$ cat src/bhbs_pkg.sv
`timescale 1ns / 1ps
// ----------------------------------------------------------------------------
// Byte histogram package
// Shared sizes, action codes, command types, sequencer states and counter
// helper functions for the byte histogram bar scaler.
// ----------------------------------------------------------------------------
package bhbs_pkg;

	// Histogram geometry.
	localparam int BINS        = 256;
	localparam int COUNT_WIDTH = 32;
	localparam int BIN_AW      = (BINS > 1) ? $clog2(BINS) : 1;

	// Field widths on the ports.
	localparam int SYM_W   = 8;
	localparam int ACT_W   = 2;
	localparam int SCALE_W = 8;
	localparam int OCC_W   = 32;
	localparam int BAR_W   = SCALE_W + 1;

	// The product scale * count feeds the divider.
	localparam int PROD_W  = SCALE_W + COUNT_WIDTH;
	localparam int DIV_CW  = $clog2(PROD_W + 1);

	// Command queue between the front and the back.
	localparam int QDEPTH  = 4;
	localparam int QAW     = $clog2(QDEPTH);

	localparam logic [SYM_W:0]       BINS_LIM    = (SYM_W + 1)'(BINS);
	localparam logic [SCALE_W-1:0]   SCALE_RESET = SCALE_W'(25);
	localparam logic [COUNT_WIDTH-1:0] COUNT_MAX = {COUNT_WIDTH{1'b1}};

	// Action codes on the input channel.
	localparam logic [ACT_W-1:0] ACT_COUNT  = 2'd0;
	localparam logic [ACT_W-1:0] ACT_REPORT = 2'd1;
	localparam logic [ACT_W-1:0] ACT_CLEAR  = 2'd2;

	// Classified operation carried through the queue.
	typedef enum logic [1:0] {
		OP_NONE,
		OP_COUNT,
		OP_REPORT,
		OP_CLEAR
	} op_t;

	typedef struct packed {
		op_t              op;
		logic [SYM_W-1:0] symbol;
	} cmd_t;

	// Back-end sequencer states.
	typedef enum logic [2:0] {
		BK_IDLE,
		BK_EXEC,
		BK_MUL,
		BK_DIV,
		BK_OUT
	} bk_state_t;

	// Saturating increment of a counter.
	function automatic logic [COUNT_WIDTH-1:0] sat_inc(input logic [COUNT_WIDTH-1:0] v);
		sat_inc = (v == COUNT_MAX) ? v : v + COUNT_WIDTH'(1);
	endfunction

	// Count as seen on the 32-bit occurrences field, saturating when wider.
	function automatic logic [OCC_W-1:0] occ_sat(input logic [COUNT_WIDTH-1:0] v);
		logic [47:0] wide;
		wide = 48'(v);
		occ_sat = (wide > 48'hFFFF_FFFF) ? {OCC_W{1'b1}} : wide[OCC_W-1:0];
	endfunction

endpackage

$ cat src/bhbs_queue.sv
`timescale 1ns / 1ps
// ----------------------------------------------------------------------------
// Command queue
// Short FIFO of classified commands between the front and the back.
// ----------------------------------------------------------------------------
module bhbs_queue (
	input  logic            clk,
	input  logic            arst_n,
	input  logic            push,
	input  bhbs_pkg::cmd_t  push_cmd,
	output logic            full,
	input  logic            pop,
	output logic            not_empty,
	output bhbs_pkg::cmd_t  head
);
	import bhbs_pkg::*;

	cmd_t           mem_q [QDEPTH];
	logic [QAW-1:0] wr_q;
	logic [QAW-1:0] rd_q;
	logic [QAW:0]   fill_q;

	assign full      = (fill_q == (QAW + 1)'(QDEPTH));
	assign not_empty = (fill_q != '0);
	assign head      = mem_q[rd_q];

	// Pointers and fill level.
	always_ff @(posedge clk or negedge arst_n) begin
		if (!arst_n) begin
			wr_q   <= '0;
			rd_q   <= '0;
			fill_q <= '0;
		end else begin
			if (push) begin
				wr_q <= wr_q + QAW'(1);
			end
			if (pop) begin
				rd_q <= rd_q + QAW'(1);
			end
			if (push && !pop) begin
				fill_q <= fill_q + (QAW + 1)'(1);
			end else if (pop && !push) begin
				fill_q <= fill_q - (QAW + 1)'(1);
			end
		end
	end

	// Entry storage.
	always_ff @(posedge clk) begin
		if (push) begin
			mem_q[wr_q] <= push_cmd;
		end
	end

endmodule

$ cat config.mk
export PLATFORM = sky130hd
export DESIGN_NAME = bhbs_queue
export DESIGN_NICKNAME = d
export VERILOG_FILES = /design/src/bhbs_pkg.sv /design/src/bhbs_queue.sv
export SDC_FILE = /design/constraint.sdc
export NUM_CORES = 1
export LEC_CHECK = 0
export BUFFER_PORTS_ARGS = -buffer_cell sky130_fd_sc_hd__buf_2
export CAP_MARGIN = 20
export CORE_MARGIN = 3
export CORE_UTILIZATION = 55
export DETAILED_ROUTE_END_ITERATION = 12
export PLACE_DENSITY_LB_ADDON = 0.3
export SETUP_SLACK_MARGIN = 0.05
export SLEW_MARGIN = 20
export SYNTH_ARGS = -nofsm -noshare
export SYNTH_HDL_FRONTEND = slang
export SYNTH_SLANG_ARGS = --single-unit
$ cat constraint.sdc
create_clock -name clk -period 2.05 [get_ports clk]
set_clock_uncertainty 0.15 [all_clocks]
set_input_delay 0.205 -clock clk [delete_from_list [all_inputs] [get_ports clk]]
set_output_delay 0.205 -clock clk [all_outputs]
set_load 0.02 [all_outputs]
# ---- After elaboration in Yosys (flattened, before gate mapping)
# Memory sizes are Yosys's and may differ from the RTL's.
# Index checks and enable logic that the tools add are counted.
dict set report word_totals {
  regBits 7
  mem_bits_rw 40
  inputBits 14
  word_cells 19
  n_memories 1
}
dict set report classes {
  n_addsub 4
  eq_ne 1
  mux 4
  reduce_logical 6
}
# name words width rd rd_clocked_by_memory_dff write_ports line
set mem_list {}
lappend mem_list {mem_q 4 10 1 0 1 bhbs_queue.sv:18} ;# cmd_t mem_q [QDEPTH];
# cell count
set op_table {}
lappend op_table {{$mux 3} 2}
lappend op_table {{$add 2x1->2 const B} 2}
lappend op_table {{$add 3x1->3 const B} 1}
lappend op_table {{$eq 3x3->1 const B} 1}
lappend op_table {{$reduce_bool 3->1} 1}
lappend op_table {{$sub 3x1->3 const B} 1}
lappend op_table {{$logic_and 1x1->1} 2}
lappend op_table {{$logic_not 1->1} 2}
lappend op_table {{$mux 1} 2}
lappend op_table {{$reduce_bool 2->1} 1}

# ---- Depth between registers and ports, before layout
# Gate-level depths: netlist of the first run.
dict set report logic_depth {
  depth_word 4
  mapped_depth 7
  ltp_nobuf 7
}

# ---- Worst setup path before layout of the first run
# OpenSTA, ideal clock, no wires.
dict set report synth_path {
  kind {reg2out}
  start {reg rd_q[0]}
  end {out head[0] in the netlist's numbering}
  arrival_ns 1.127
  t_required_ns 1.695
  slack_ns 0.568
  stages_incl_launch_ff 3
  n_path_buf 1
  path_cell_list {dfrtp_1 > buf_6 > mux4_2}
}
# item line
set synth_rtl {}
lappend synth_rtl {{start, declared} bhbs_queue.sv:20} ;# logic [QAW-1:0] rd_q;
lappend synth_rtl {{start signal, assigned} bhbs_queue.sv:38} ;# rd_q <= rd_q + QAW'(1);
lappend synth_rtl {{end, declared} bhbs_queue.sv:14} ;# output bhbs_pkg::cmd_t head

==> impl_metrics.toml, run 1 <==
[layout]
design.final.nets = 155
layout-area-overhead-vs-synth_pct = 23.6
final-instance-count-excl-fill = 180
layout-drive-gt1-share_pct = 37.5
layout.cells.most_common_list = "40 x edfxtp_1, 21 x buf_2, 13 x dlygate4sd3_1, 10 x mux4_2, 6 x buf_4"
antennaDiodeCount = 0
fillCellCount = 206
layout_commonest_cell = "edfxtp_1"

[clock_network]
cts_tree = "done"
cts_clk_pin_slew_worst_paths_ns = 0.12
insertion_delay_ns = 0.34
cts.path.max_buffers = 2
clock_sink_count = 47
h-tree-depth = 2
number_of_buffers_created_by_cts = 5
cell_chosen_for_the_clock_root = "clkbuf_4"

[global_route]
vias_in_the_first_global_route = 979
grt_first_pass_wirelength_mm = 4.70
overflow = 0
groute.usage.overall_pct = 15.8
grt_antenna_before_repair = 0
pin_count_of_the_biggest_net_entering_global_routing = 15

[floorplanning]
start_util_pct = 58.9
ioPinCount = 26
chipHeight_um = 63.9
die-area_sq_mm = 0.00408
core_region_area_sq_mm = 0.00313
num_rows = 20
floorplan.die.width_um = 63.9

[drt]
routed_wire_length_per_instance_um = 16.3
avgViaCountPerCell = 5.20
detailedRoute.firstIterationViolations = 31
routed_wirelength_mm = 2.93
drcViolationCount = 0
count_of_vias_placed_by_the_detailed_router = 936
drt_first_pass_iters = 4
postRouteAntennaNets = 0

[critical_path]
cp_cell_sequence = "clkbuf_16, mux4_2, buf_6"
startpoint_type = "flip-flop"
crit_type = "reg2out"
worst-endpoint-required_ns = 1.69
critPathTopFamily = "multiplexers"
path_max_fanout = 5
crit_arrival_ns = 1.64
critical_path_buf_inv_count = 2
crit_path_top_delay_cell = "mux4_2"
slowest_delay_ns = 0.52
worstSetupEndpointType = "primary output"

[synth]
synth_unique_cells = 18
postSynthAreaPerCell_sq_um = 21.4
yosysWarningCount = 0
synthesis.instances = 86
synthesis.nets = 106
seq_area_frac_synth_pct = 74.7
summed_instance_area_of_the_synthesized_netlist_sq_mm = 0.00184
postSynthRegisterBits = 47

[status]
outcome = "completed"

[timing]
fin_setup_tns_ns = 0
fmax_mhz = 501
setup_viol = 0
grt_setup_unrepaired = "yes"
max-slew-margin-rel_pct = 66.0
period_needed_ns = 2.00
fin_worst_hold_slack_ns = 0.0477
max_slew_vio_count = 0
post-route-period-util_pct = 97.3
timing.final.hold_violations = 0
worst_pin_slew_ns = 0.509

[power_and_ir_drop]
pwr-share-seq_pct = 48.1
p_sw_uw = 963
power_frac_comb_pct = 38.5
p_int_mw = 2.00
power.switching_fraction_pct = 32.5
highest_ir_drop_seen_on_vdd_uv = 741
power_density_mw_per_mm2 = 1300
power.clock.fraction_pct = 13.4
p_leak_nw = 0.852

[placement]
globalplace.congestion = 0.699
post-place-cells = 157
io_buffers = 25
dpl.hpwl_mm = 1.76

[flow_run]
maxCapViolations = 0

[hold_path]
min_delay_path_class = "in2async"
## cells by family after synthesis
family,Yosys count,share of synthesized area [%]
AND/OR/NAND/NOR,9,2.72
flip-flops,47,74.7
adder cells (fa/ha/maj),6,4.48
AO/OA/AOI/OAI,1,0.271
XOR/XNOR,6,2.85
buffers and inverters,6,1.70
multiplexers,11,13.2
## cell usage after synthesis, drive strengths merged
cell type / number / area [sq um]
fa: 1 / 20.0
buf: 2 / 16.3
mux2: 1 / 11.3
nor2: 1 / 3.75
o21ai: 1 / 5.00
xor2: 4 / 35.0
or3: 1 / 6.26
nor3b: 1 / 7.51
mux4: 10 / 233
xnor2: 2 / 17.5
edfxtp: 40 / 1200
ha: 5 / 62.6
dfrtp: 7 / 175
inv: 4 / 15.0
and2: 4 / 25.0
nand2: 2 / 7.51
## what timing repair did
action,in CTS,in global routing
buffers inserted,1,0
hold endpoints to repair,51,0
setup endpoints to repair,4,6
hold buffers,13,0
gates cloned,0,1
resized for setup,0,10
## flip-flops by register name (all words and copies together) (netlist names)
register / cells
wr_q: 2
fill_q: 3
rd_q: 2
mem_q: 40
## power by group through the flow
stage	clock network, mW	registers [mW]	logic, mW
6_report	0.397	1.42	1.14
5_1_grt	0.443	1.46	1.23
4_1_cts	0.406	1.41	1.04
3_5_place_dp	0	1.44	0.999
3_3_place_gp	0	1.43	0.970
2_1_floorplan	0	1.37	0.731
## cell type report
class                      count  area (sq um)  share of cell area (%)
inverter                       4          15.0                   0.659
multi-input combinational     33           427                    18.7
clock buffer                   6          41.3                    1.81
clock inverter                 2          12.5                   0.549
sequential                    47          1380                    60.5
timing repair buffer          44           348                    15.3
tap                           44          55.1                    2.42
## metal layers
| metal | GRT usage [%] | routed length, um | up-vias |
|---|---|---|---|
| met5 | 0 | 0 | - |
| met4 | 7.28 | 53 | 0 |
| met3 | 4.04 | 137 | 6 |
| met2 | 26.8 | 1690 | 25 |
| met1 | 18.7 | 1040 | 477 |
| li1 | - | - | 428 |
## per-stage QoR
stage                     power, mW  cell area (sq um)  utilization (%)  worst slack [ns]
after floorplan                2.10               1840                -             0.568
after global placement         2.40               2050             65.5             0.415
after detailed placement       2.44               2050             65.5             0.407
after CTS                      2.86               2240             71.6            0.0455
after global routing           3.13               2280             72.8            0.0140
final                          2.96               2280             72.8            0.0546
## worst paths after layout
kind | from | end | slack (ns) | cells after the start
worst max register to register | fill_q[0] | fill_q[2] | 0.51 | 4
max in group asynchronous | arst_n | rd_q[1] | 1.54 | 2
worst min-delay path | arst_n | wr_q[0] | 0.05 | 2
worst min register to register | fill_q[2] | fill_q[2] | 0.34 | 1
min in group clk | fill_q[2] | fill_q[2] | 0.34 | 1
worst max-delay path | rd_q[0] | head[9] | 0.05 | 3
No activity file was read; power rests on OpenSTA's default activity.
==> inputs of run 2 (changes only) <==
Settings changed: SETUP_SLACK_MARGIN 0.05 to 0.1.
==> impl_metrics.toml, run 2 (synthesis gave the netlist of run 1 again) <==
[status]
outcome = "completed"

[drt]
routed_wirelength_mm = 2.88
routed_wire_length_per_instance_um = 16.0
drt_first_pass_iters = 4
avgViaCountPerCell = 5.15
drcViolationCount = 0
postRouteAntennaNets = 0
count_of_vias_placed_by_the_detailed_router = 927
detailedRoute.firstIterationViolations = 25

[layout]
largest_register_ff_count = 40
stdcell_area_sq_mm = 0.00231
layout.cells.most_common_list = "40 x edfxtp_1, 16 x buf_2, 13 x dlygate4sd3_1, 10 x mux4_2, 8 x buf_6"
layout-area-overhead-vs-synth_pct = 25.5
antennaDiodeCount = 0
layout_commonest_cell = "edfxtp_1"
layout-drive-gt1-share_pct = 37.5
largest_register = "mem_q"
design.final.nets = 155
biggestRegsByFlops = "mem_q (40), fill_q (3)"
final_util_pct = 73.9

[timing]
fmax_mhz = 504
worst_pin_slew_ns = 0.514
grt_setup_unrepaired = "yes"
timing.final.hold_violations = 0
period_needed_ns = 1.98
setup_viol = 0
final.setup.worst_slack_ns = 0.0658
post-route-period-util_pct = 96.8
max-slew-margin-rel_pct = 65.7
fin_setup_tns_ns = 0
max_slew_vio_count = 0

[clock_network]
insertion_delay_ns = 0.34
clock_sink_count = 47
cts_tree = "done"
number_of_buffers_created_by_cts = 5
cell_chosen_for_the_clock_root = "clkbuf_4"
cts.path.max_buffers = 2
cts_clk_pin_slew_worst_paths_ns = 0.12
h-tree-depth = 2

[critical_path]
regToRegStartpoint = "fill_q[0]"
ff2ff_path_depth = 4
worst-r2r-setup-slack_ns = 0.51
worst-endpoint-required_ns = 1.69
path_max_fanout = 5
r2r-end = "fill_q[2]"
startpoint_type = "flip-flop"
crit_type = "reg2out"
worstSetupEndpointType = "primary output"
crit_arrival_ns = 1.63

[global_route]
pin_count_of_the_biggest_net_entering_global_routing = 15
groute.usage.overall_pct = 15.8
overflow = 0
vias_in_the_first_global_route = 979
grt_antenna_before_repair = 0
grt_first_pass_wirelength_mm = 4.70

[flow_run]
maxCapViolations = 0

[floorplanning]
ioPinCount = 26
chipHeight_um = 63.9
core_region_area_sq_mm = 0.00313
num_rows = 20
die-area_sq_mm = 0.00408
start_util_pct = 58.9
floorplan.die.width_um = 63.9

[power_and_ir_drop]
power.clock.fraction_pct = 13.0
power_density_mw_per_mm2 = 1320
p_leak_nw = 0.863
power_frac_comb_pct = 40.3
power.switching_fraction_pct = 31.9
p_int_mw = 2.08
p_sw_uw = 973
highest_ir_drop_seen_on_vdd_uv = 751
pwr-share-seq_pct = 46.7

[placement]
io_buffers = 25
place_ws_ns = 0.407
postPlaceCellArea_sq_mm = 0.00205
globalplace.congestion = 0.699
dpl.hpwl_mm = 1.76

[hold_path]
min_delay_path_class = "in2async"
[run 2: cell counts in the layout (fill, tap and decap cells not counted)]
Identical to the previous run, type by type.
[run 2: per-layer routing]
| metal | global-route usage [%] | wire length, um |
|---|---|---|
| met2 | 26.8 | 1650 |
| met3 | 4.04 | 143 |
| met1 | 18.7 | 1030 |
| met4 | 7.28 | 53 |
| met5 | 0 | 0 |
[run 2: critical path, stage by stage, from the launching register on]
cell,delay [ns]
dfrtp_2,0.45
clkbuf_16,0.17
mux4_2,0.51
buf_6,0.15
[run 2: worst max-delay path by stage]
stage | start | to | slack (ns)
after floorplan | rd_q[0] | head[0] | 0.57
after global placement | push | fill_q[2] | 0.42
after detailed placement | rd_q[0] | head[6] | 0.41
after CTS | rd_q[0] | head[6] | 0.05
after global routing | rd_q[0] | head[8] | 0.02
final | rd_q[0] | head[8] | 0.07
[run 2: repair_timing]
item,in CTS,in global routing
resized for setup,0,21
hold endpoints to repair,51,0
pin swaps,0,0
hold buffers,13,0
buffers inserted,1,0
setup endpoints to repair,10,10
gates cloned,0,1
[run 2: metrics by stage]
| step | hold slack, ns | power [mW] | instances |
|---|---|---|---|
| after floorplan | -0.241 | 2.10 | 86 |
| after global placement | -0.107 | 2.40 | 157 |
| after detailed placement | -0.102 | 2.44 | 157 |
| after CTS | 0.0426 | 2.86 | 179 |
| after global routing | 0.0589 | 3.23 | 180 |
| final | 0.0472 | 3.05 | 180 |
[run 2: area by class of cell]
| class | count | area [sq um] |
|---|---|---|
| flip-flops and latches | 47 | 1380 |
| fillers | 200 | 816 |
| multi-input cells | 33 | 427 |
| repair buffers | 44 | 383 |
| well taps | 44 | 55.1 |
| clock buffers | 6 | 41.3 |
| inverters | 4 | 15.0 |
| clock inverters | 2 | 12.5 |
[run 2: power groups by stage]
stage,sequential [mW],combinational (mW),clock [mW]
global placement,1.43,0.970,0
floorplan,1.37,0.731,0
CTS,1.41,1.04,0.406
global route,1.46,1.33,0.442
finish,1.42,1.23,0.396
detailed placement,1.44,0.999,0
